[config.mk]
export PLATFORM = sky130hd
export DESIGN_NAME = modbus_rtu_response_validator
export DESIGN_NICKNAME = d
export VERILOG_FILES = /design/src/hdl/mrrv_pkg.sv /design/src/hdl/modbus_rtu_response_validator.sv
export SDC_FILE = /design/constraint.sdc
export NUM_CORES = 1
export LEC_CHECK = 0
export ABC_AREA = 1
export BUFFER_PORTS_ARGS = -buffer_cell sky130_fd_sc_hd__buf_4
export CAP_MARGIN = 5
export CORE_MARGIN = 8
export CORE_UTILIZATION = 55
export CTS_CLUSTER_SIZE = 8
export DETAILED_ROUTE_END_ITERATION = 7
export PLACE_DENSITY = 0.75
export SYNTH_ARGS = -nofsm -noshare
export SYNTH_HDL_FRONTEND = slang
export SYNTH_SLANG_ARGS = --single-unit
export TNS_END_PERCENT = 10
[constraint.sdc]
create_clock -name i_clk -period 5.96 [get_ports i_clk]
set_input_delay 0.894 -clock i_clk [delete_from_list [all_inputs] [get_ports i_clk]]
set_output_delay 0.894 -clock i_clk [all_outputs]
set_load 0.005 [all_outputs]
[src/hdl/mrrv_pkg.sv]
// Package: item kinds, verdict codes, register indexes and the Modbus CRC-16 byte update.
`default_nettype none
package mrrv_pkg;

    typedef enum logic [1:0] {
        KIND_BYTE   = 2'd0,
        KIND_IDLE   = 2'd1,
        KIND_ARM    = 2'd2,
        KIND_UNUSED = 2'd3
    } t_kind;

    typedef enum logic [2:0] {
        V_REJECT    = 3'd0,
        V_CRC_GOOD  = 3'd1,
        V_CRC_BAD   = 3'd2,
        V_EXCEPTION = 3'd3,
        V_HELD      = 3'd4
    } t_verdict;

    localparam logic [0:0] REG_SLAVE_ADDRESS    = 1'b0;
    localparam logic [0:0] REG_REQUEST_FUNCTION = 1'b1;

    localparam logic [7:0] SLAVE_ADDRESS_RESET    = 8'h01;
    localparam logic [7:0] REQUEST_FUNCTION_RESET = 8'h03;

    localparam logic [7:0] FC_WRITE_COIL  = 8'h05;
    localparam logic [7:0] FC_WRITE_REG   = 8'h06;
    localparam logic [7:0] FC_WRITE_COILS = 8'h0f;
    localparam logic [7:0] FC_WRITE_REGS  = 8'h10;
    localparam logic [7:0] FC_READ_FIRST  = 8'h01;
    localparam logic [7:0] FC_READ_LAST   = 8'h04;

    localparam logic [15:0] CRC_INIT = 16'hFFFF;
    localparam logic [15:0] CRC_POLY = 16'hA001;

    // One byte through the reflected CRC-16, LSB first.
    function automatic logic [15:0] crc16_byte(input logic [15:0] crc, input logic [7:0] b);
        logic [15:0] c;
        c = crc ^ {8'h00, b};
        for (int i = 0; i < 8; i++) begin
            if (c[0]) begin
                c = (c >> 1) ^ CRC_POLY;
            end else begin
                c = c >> 1;
            end
        end
        return c;
    endfunction

endpackage
`default_nettype wire

[src/hdl/modbus_rtu_response_validator.sv]
// A result is registered after the idle transaction that causes it
// (input register, then evaluation into the output register).
// Throughput: one transaction per cycle while the input is not stalled; the byte-wide CRC update is combinational.
// Input stalls only when an idle event meets an output register that is not taken.
// Reset (synchronous, active low) clears the frame state and held flag, sets
// slave_address to 1 and request_function to 3, and empties both registers.
`default_nettype none
module modbus_rtu_response_validator import mrrv_pkg::*; #(
    parameter int RX_BUFFER_BYTES = 256
) (
    input  wire         i_clk,
    input  wire         i_rst_n,
    input  wire         i_cfg_we,
    input  wire  [0:0]  i_cfg_addr,
    input  wire  [7:0]  i_cfg_wdata,
    input  wire         i_s_axis_tvalid,
    output logic        o_s_axis_tready,
    input  wire  [7:0]  i_s_axis_tdata,   // [7:0] data_byte
    input  wire  [1:0]  i_s_axis_tuser,   // [1:0] kind
    output logic        o_m_axis_tvalid,
    input  wire         i_m_axis_tready,
    output logic [31:0] o_m_axis_tdata,   // [7:0] function_code, [16:8] frame_length,
                                          // [24:17] exception_code, [31:25] zero
    output logic [2:0]  o_m_axis_tuser    // [2:0] verdict
);

    localparam int CW = $clog2(RX_BUFFER_BYTES + 1);

    logic [7:0]  r_slave_address;
    logic [7:0]  r_request_function;

    logic        r_in_valid;
    t_kind       r_in_kind;
    logic [7:0]  r_in_byte;

    logic [CW-1:0] r_count,   n_count;
    logic [7:0]    r_fb0,     n_fb0;
    logic [7:0]    r_fb1,     n_fb1;
    logic [7:0]    r_fb2,     n_fb2;
    logic [15:0]   r_crc,     n_crc;
    logic [7:0]    r_dly0,    n_dly0;
    logic [7:0]    r_dly1,    n_dly1;
    logic          r_held,    n_held;

    logic          r_out_valid;
    t_verdict      r_verdict, n_verdict;
    logic [7:0]    r_out_fc;
    logic [8:0]    r_out_len;
    logic [7:0]    r_out_exc, n_out_exc;

    logic advance;
    logic load_out;
    logic full;
    logic addr_ok;
    logic is_read;
    logic is_write;
    logic is_exc;
    logic accept;

    assign load_out = r_in_valid && (r_in_kind == KIND_IDLE);
    // An idle item waits only if the output register is occupied and not taken.
    assign advance  = r_in_valid && (!load_out || !r_out_valid || i_m_axis_tready);
    assign o_s_axis_tready = !r_in_valid || advance;

    always_ff @(posedge i_clk) begin
        if (!i_rst_n) begin
            r_slave_address    <= SLAVE_ADDRESS_RESET;
            r_request_function <= REQUEST_FUNCTION_RESET;
        end else if (i_cfg_we) begin
            case (i_cfg_addr)
                REG_SLAVE_ADDRESS:    r_slave_address    <= i_cfg_wdata;
                REG_REQUEST_FUNCTION: r_request_function <= i_cfg_wdata;
                default: ;
            endcase
        end
    end

    always_ff @(posedge i_clk) begin
        if (!i_rst_n) begin
            r_in_valid <= 1'b0;
        end else if (o_s_axis_tready) begin
            r_in_valid <= i_s_axis_tvalid;
        end
    end

    always_ff @(posedge i_clk) begin
        if (o_s_axis_tready && i_s_axis_tvalid) begin
            r_in_kind <= t_kind'(i_s_axis_tuser);
            r_in_byte <= i_s_axis_tdata;
        end
    end

    assign full     = (r_count == CW'(RX_BUFFER_BYTES));
    assign addr_ok  = (r_fb0 == r_slave_address);
    assign is_read  = (r_fb1 >= FC_READ_FIRST) && (r_fb1 <= FC_READ_LAST);
    assign is_write = (r_fb1 == FC_WRITE_COIL) || (r_fb1 == FC_WRITE_REG) ||
                      (r_fb1 == FC_WRITE_COILS) || (r_fb1 == FC_WRITE_REGS);
    // 0x80 plus the request code at nine bits: no match for codes from 0x80 up.
    assign is_exc   = r_fb1[7] && !r_request_function[7] &&
                      (r_fb1[6:0] == r_request_function[6:0]);

    always_comb begin
        accept = 1'b0;
        if (addr_ok) begin
            if (is_read) begin
                accept = (10'(r_count) == ({2'b00, r_fb2} + 10'd5));
            end else if (is_write) begin
                accept = (10'(r_count) == 10'd8);
            end else if (is_exc) begin
                accept = (10'(r_count) >= 10'd3);
            end
        end
    end

    always_comb begin
        n_count   = r_count;
        n_fb0     = r_fb0;
        n_fb1     = r_fb1;
        n_fb2     = r_fb2;
        n_crc     = r_crc;
        n_dly0    = r_dly0;
        n_dly1    = r_dly1;
        n_held    = r_held;
        n_verdict = V_REJECT;
        n_out_exc = 8'h00;
        if (advance) begin
            case (r_in_kind)
                KIND_BYTE: begin
                    if (!r_held && !full) begin
                        if (r_count < CW'(3)) begin
                            case (r_count[1:0])
                                2'd0:    n_fb0 = r_in_byte;
                                2'd1:    n_fb1 = r_in_byte;
                                default: n_fb2 = r_in_byte;
                            endcase
                        end
                        if (r_count >= CW'(2)) begin
                            n_crc = crc16_byte(r_crc, r_dly0);
                        end
                        n_dly0  = r_dly1;
                        n_dly1  = r_in_byte;
                        n_count = r_count + CW'(1);
                    end
                end
                KIND_ARM: begin
                    n_count = '0;
                    n_fb0   = 8'h00;
                    n_fb1   = 8'h00;
                    n_fb2   = 8'h00;
                    n_crc   = CRC_INIT;
                    n_dly0  = 8'h00;
                    n_dly1  = 8'h00;
                    n_held  = 1'b0;
                end
                KIND_IDLE: begin
                    if (r_held) begin
                        n_verdict = V_HELD;
                    end else if (!accept) begin
                        n_verdict = V_REJECT;
                        n_count   = '0;
                        n_fb0     = 8'h00;
                        n_fb1     = 8'h00;
                        n_fb2     = 8'h00;
                        n_crc     = CRC_INIT;
                        n_dly0    = 8'h00;
                        n_dly1    = 8'h00;
                    end else begin
                        n_held = 1'b1;
                        if (is_exc && !is_read && !is_write) begin
                            n_verdict = V_EXCEPTION;
                            n_out_exc = r_fb2;
                        end else if (r_crc == {r_dly1, r_dly0}) begin
                            n_verdict = V_CRC_GOOD;
                        end else begin
                            n_verdict = V_CRC_BAD;
                        end
                    end
                end
                default: ;
            endcase
        end
    end

    always_ff @(posedge i_clk) begin
        if (!i_rst_n) begin
            r_count <= '0;
            r_fb0   <= 8'h00;
            r_fb1   <= 8'h00;
            r_fb2   <= 8'h00;
            r_crc   <= CRC_INIT;
            r_dly0  <= 8'h00;
            r_dly1  <= 8'h00;
            r_held  <= 1'b0;
        end else begin
            r_count <= n_count;
            r_fb0   <= n_fb0;
            r_fb1   <= n_fb1;
            r_fb2   <= n_fb2;
            r_crc   <= n_crc;
            r_dly0  <= n_dly0;
            r_dly1  <= n_dly1;
            r_held  <= n_held;
        end
    end

    always_ff @(posedge i_clk) begin
        if (!i_rst_n) begin
            r_out_valid <= 1'b0;
        end else if (advance && load_out) begin
            r_out_valid <= 1'b1;
        end else if (i_m_axis_tready) begin
            r_out_valid <= 1'b0;
        end
    end

    // Result payload is taken from the state before this idle event updates it.
    always_ff @(posedge i_clk) begin
        if (advance && load_out) begin
            r_verdict <= n_verdict;
            r_out_fc  <= r_fb1;
            r_out_len <= 9'(r_count);
            r_out_exc <= n_out_exc;
        end
    end

    assign o_m_axis_tvalid = r_out_valid;
    assign o_m_axis_tuser  = r_verdict;
    assign o_m_axis_tdata  = {7'b0, r_out_exc, r_out_len, r_out_fc};

endmodule
`default_nettype wire

# == Word level (Yosys, flattened, before mapping) ==
# Index checks and enable logic that the tools add are counted.
# classes
add_sub_neg,2
magnitude_cmp,5
eq_ne,21
n_mux,76
bitwise,14
n_reduce_logical,41
# ops
operator,n
$mux W16,40
$pmux W8 S3,5
$mux W8,13
$pmux W16 S3,1
$mux W9,3
$pmux W9 S3,1
$not A2 Y3,8
$reduce_and A7 Y1,3
$ge A9 B2 Y1 const B,2
$eq A16 B16 Y1,1
$eq A8 B3 Y1 const B,2
$xor A16 B8 Y16,1
$ne A2 B2 Y1 const B,6
$logic_and A1 B1 Y1,10
$add A8 B3 Y9 const B,1
$add A9 B1 Y9 const B,1
$eq A9 B4 Y1 const B,1
$eq A9 B9 Y1,1
$eq A9 B9 Y1 const B,1
$lt A9 B2 Y1 const B,1
$eq A8 B4 Y1 const B,1
$eq A8 B5 Y1 const B,1
$eq A8 B8 Y1,1
$ge A8 B1 Y1 const B,1
other kinds (21),53
# word_totals
regBits,122
input_bits,24

# == Depth between registers and ports, before layout ==
# depth
depth_word,48
mapped_depth,16
ltp_nobuf,16

# == Least setup slack after synthesis ==
# No wires, ideal clock.
# synth_timing
kind,in2reg
startpoint,input i_m_axis_tready
endpoint,"register r_out_exc[0], data pin"
arrival_time_ps,2810
t_required_ps,5804
path_slack_ps,2995
cell_stages,4
n_path_buf,0
cell_sequence,nor2_1 -> nor2_1 -> nand4_1 -> nor2_1
# synth_between
elab_chain_cells,4
# synth_lines
element,line_no,rtl
start: declaration,modbus_rtu_response_validator.sv:21,"input wire i_m_axis_tready,"
$logic_or A1 B1 Y1,modbus_rtu_response_validator.sv:62,assign advance = r_in_valid && (!load_out || !r_out_valid || i_m_axis_tready);
$logic_and A1 B1 Y1,modbus_rtu_response_validator.sv:62,
$not A1 Y1 (no line),--,
$reduce_or A5 Y1 (no line),--,
end signal: assignment,modbus_rtu_response_validator.sv:222,r_out_exc <= n_out_exc;
end: declaration,modbus_rtu_response_validator.sv:49,"logic [7:0] r_out_exc, n_out_exc;"
# No other way between the ends.
# A chain may end at the register's enable or synchronous reset.

# == Final worst setup path ==
# layout_timing
startpoint,register r_fb2[0]
endpoint,register r_dly1[1]
# layout_between
elab_chain_cells,6
# layout_lines
element,line_no,rtl
start: declaration,modbus_rtu_response_validator.sv:39,"logic [7:0] r_fb2, n_fb2;"
start signal: assignment,modbus_rtu_response_validator.sv:198,r_fb2 <= n_fb2;
$add A8 B3 Y9,modbus_rtu_response_validator.sv:106,"accept = (10'(r_count) == ({2'b00, r_fb2} + 10'd5));"
$eq A9 B9 Y1,modbus_rtu_response_validator.sv:106,
$mux W1,modbus_rtu_response_validator.sv:105,if (is_read) begin
$mux W1,modbus_rtu_response_validator.sv:104,if (addr_ok) begin
$ne A2 B2 Y1 (no line),--,
$reduce_and A5 Y1 (no line),--,
end signal: assignment,modbus_rtu_response_validator.sv:201,r_dly1 <= n_dly1;
end: declaration,modbus_rtu_response_validator.sv:42,"logic [7:0] r_dly1, n_dly1;"
# No other way between the ends.

==> impl_metrics.py <==
metrics = {
    "grt": {
        "grt_usage_pct": 20.3,
        "grt_pass1_wl_um": 23600,
        "antenna_found_initial": 0,
        "grt_max_degree": 59,
        "grt_pass1_vias": 4900,
        "overflow": 0,
    },
    "finish": {
        "multi_input_area_um2": 2710,
        "area_growth_pct": 16.5,
        "drive_gt1_share_pct": 12.0,
        "regMostFlops": "r_crc",
        "largest_reg_flops": 16,
        "seq_area_um2": 2820,
        "layout.nets": 884,
        "final_cells": 1001,
        "num_antenna_cells": 0,
        "fillerInstances": 915,
        "finish.utilization_pct": 65.3,
        "largestRegisters": "r_crc x16, r_count x9, r_out_len x9",
    },
    "critical_path": {
        "crit_buf_inv": 2,
        "crit_family": "simple AND/OR/NAND/NOR gates",
        "cpPeakStageDelay_ns": 0.44,
        "end_kind": "register",
        "critPathMaxFanout": 37,
        "crit_type": "register to register",
        "required_ns": 6.37,
        "startpoint_type": "register",
        "path_common_cell": "nor2_1",
        "cp_cell_sequence": "ha_1 -> nor2_1 -> nor2_1 -> inv_1 -> nand3_1 -> nand2_1 -> nor2_1 -> nand3_1 -> nand2_1 -> nand3_4 -> nand2_4 -> inv_2 -> nor2_1 -> nor2_1",
        "arrival_ns": 3.25,
        "slowest_stage": "nand2_4",
    },
    "sta": {
        "hold_viol": 0,
        "worstMarginPinSlew_ns": 0.763,
        "fin_setup_tns_ns": 0,
        "rsz0062_at_grt": "no",
        "slew_violations": 0,
        "holdWs_ns": 0.457,
        "period_share_pct": 47.6,
        "fin_skew_ns": 0.00673,
        "maxSlewHeadroom_pct": 49.0,
        "setup_violations": 0,
        "fmax_ghz": 0.352,
        "min_period_ns": 2.84,
    },
    "power": {
        "power_uw": 2190,
        "ir_drop_v": 0.000181,
        "power_density_nw_per_um2": 311,
        "p_leak_uw": 0.00320,
    },
    "floorplanning": {
        "ios": 61,
        "dieWidth_um": 121,
        "dieArea_um2": 14600,
        "row_count": 38,
        "core-area_um2": 10800,
        "die_y_um": 121,
        "start_util_pct": 56.0,
    },
    "synthesis": {
        "synth_edf_count": 38,
        "ys_seq_area_share_pct": 46.7,
        "yosysWarnings": 0,
        "synth_flop_cell": "dfxtp_1",
        "ys_ff_latch": 122,
        "synth_top_area_share_pct": 27.8,
        "avgSynthCellArea_um2": 7.57,
        "yosys.area.top_type": "dfxtp_1",
        "ys_async_sr_fraction_pct": 0,
        "synthDistinctLibCells": 38,
        "synth.area.top_cells": "dfxtp_1, edfxtp_1, nand2_1",
        "netlist_area_um2": 6050,
        "syn_inst": 799,
    },
    "drt": {
        "detail_route.vias_per_cell": 5.36,
        "first_iter_violations": 451,
        "vias": 5363,
        "firstDrtPassIters": 6,
        "routedWlPerCell_um": 14.6,
        "drc": 0,
        "wl_um": 14700,
        "ant_nets": 0,
    },
    "clock_network": {
        "clock-root-buffer": "clkbuf_8",
        "cts_tree": "built",
        "cts_sinks": 122,
        "ctsResizeCount": 0,
        "cts_buffers": 17,
        "postCtsSetupBuffers": 0,
        "clk_pin_slew_worst_paths_ns": 0.06,
        "htree_levels": 4,
        "clock_latency_ns": 0.52,
        "clock_path_buffers": 2,
        "cts_hold_buffers": 0,
    },
    "placement": {
        "io_buffers": 53,
        "place.gp.congestion": 0.879,
        "hpwl_um": 10300,
        "post-place-cells": 969,
    },
    "min_path": {
        "min_path_type": "register to register",
    },
    "job": {
        "cap_violations": 0,
    },
    "status": {
        "status": "completed",
    },
}
layout make-up:
type / instances / share of cell area (%)
clock inverters: 9 / 1.39
flip-flops and latches: 122 / 40.1
multi-input cells: 555 / 38.5
inverters: 97 / 5.17
well taps: 140 / 2.49
clock buffers: 23 / 6.48
repair buffers: 55 / 5.86
path summary, 6_finish.rpt:
kind / from / endpoint / slack, ns / cells past startpoint
max: r_fb2[0] / r_dly1[1] / 3.12 / 14
min: r_request_function[7] / r_request_function[7] / 0.46 / 2
max reg2reg: r_fb2[0] / r_dly1[1] / 3.12 / 14
min reg2reg: r_request_function[7] / r_request_function[7] / 0.46 / 2
worst register-to-register path, delay by kind of cell, from the launching register on:
kind	cells	cell delay, ns
AND/OR/NAND/NOR	11	1.80
flip-flops	1	0.39
buffers and inverters	2	0.31
adder cells (fa/ha/maj)	1	0.23
logic make-up (layout without fill, tap and decap cells):
kind of cell,Yosys count,in the layout,synth area share (%)
xor+xnor,27,27,3.91
flops,122,122,46.7
fa+ha+maj,12,12,2.48
other cells,1,7,0.0620
simple gates,437,437,31.4
compound gates,72,72,6.60
buf+inv,128,184,8.84
power breakdown:
part | switching, µW | leakage, µW | total (µW) | internal, µW
logic | 184 | 0.00189 | 288 | 104
registers | 38.9 | 0.00105 | 939 | 900
clock network | 350 | 0.000267 | 961 | 611
per-stage QoR:
| step | setup slack [ns] | instance area [µm²] |
|---|---|---|
| 2_1_floorplan | 2.99 | 6070 |
| 3_3_place_gp | 3.15 | 6490 |
| 3_5_place_dp | 3.04 | 6490 |
| 4_1_cts | 3.18 | 7040 |
| 5_1_grt | 2.84 | 7040 |
| 6_report | 3.12 | 7040 |
per-layer routing:
layer	track usage (%)	share of wire (%)	up-vias
li1	-	-	2660
met2	32.6	46	217
met4	7.10	1.9	0
met5	0	0	-
met1	25.8	45	2461
met3	5.27	6.9	25
cells in the mapped netlist, drive strengths merged, types with 2 or more instances:
cell,instances
nand2,204
xor2,14
clkinv,3
and2,2
clkbuf,12
nand4,41
nand3,42
a211oi,3
inv,94
buf,19
a21oi,22
o211ai,2
nor2,125
or2,9
xnor2,13
edfxtp,38
ha,12
nand3b,4
o21ai,41
o31ai,2
nor3,8
dfxtp,84
layout by cell type (no fill, tap or decap), types with 9 or more instances in the layout:
| cell | Yosys | layout |
|---|---|---|
| nand2_1 | 203 | 203 |
| xnor2_1 | 13 | 13 |
| edfxtp_1 | 38 | 38 |
| o21ai_1 | 9 | 9 |
| xor2_1 | 14 | 14 |
| nand4_1 | 41 | 41 |
| nor2_1 | 123 | 122 |
| o21ai_0 | 31 | 31 |
| or2_2 | 9 | 9 |
| a21oi_1 | 22 | 22 |
| dfxtp_1 | 84 | 84 |
| inv_1 | 91 | 91 |
| clkbuf_16 | 0 | 16 |
| ha_1 | 12 | 12 |
| buf_4 | 7 | 55 |
| nand3_1 | 38 | 38 |
(Power assumes the default switching activity.)
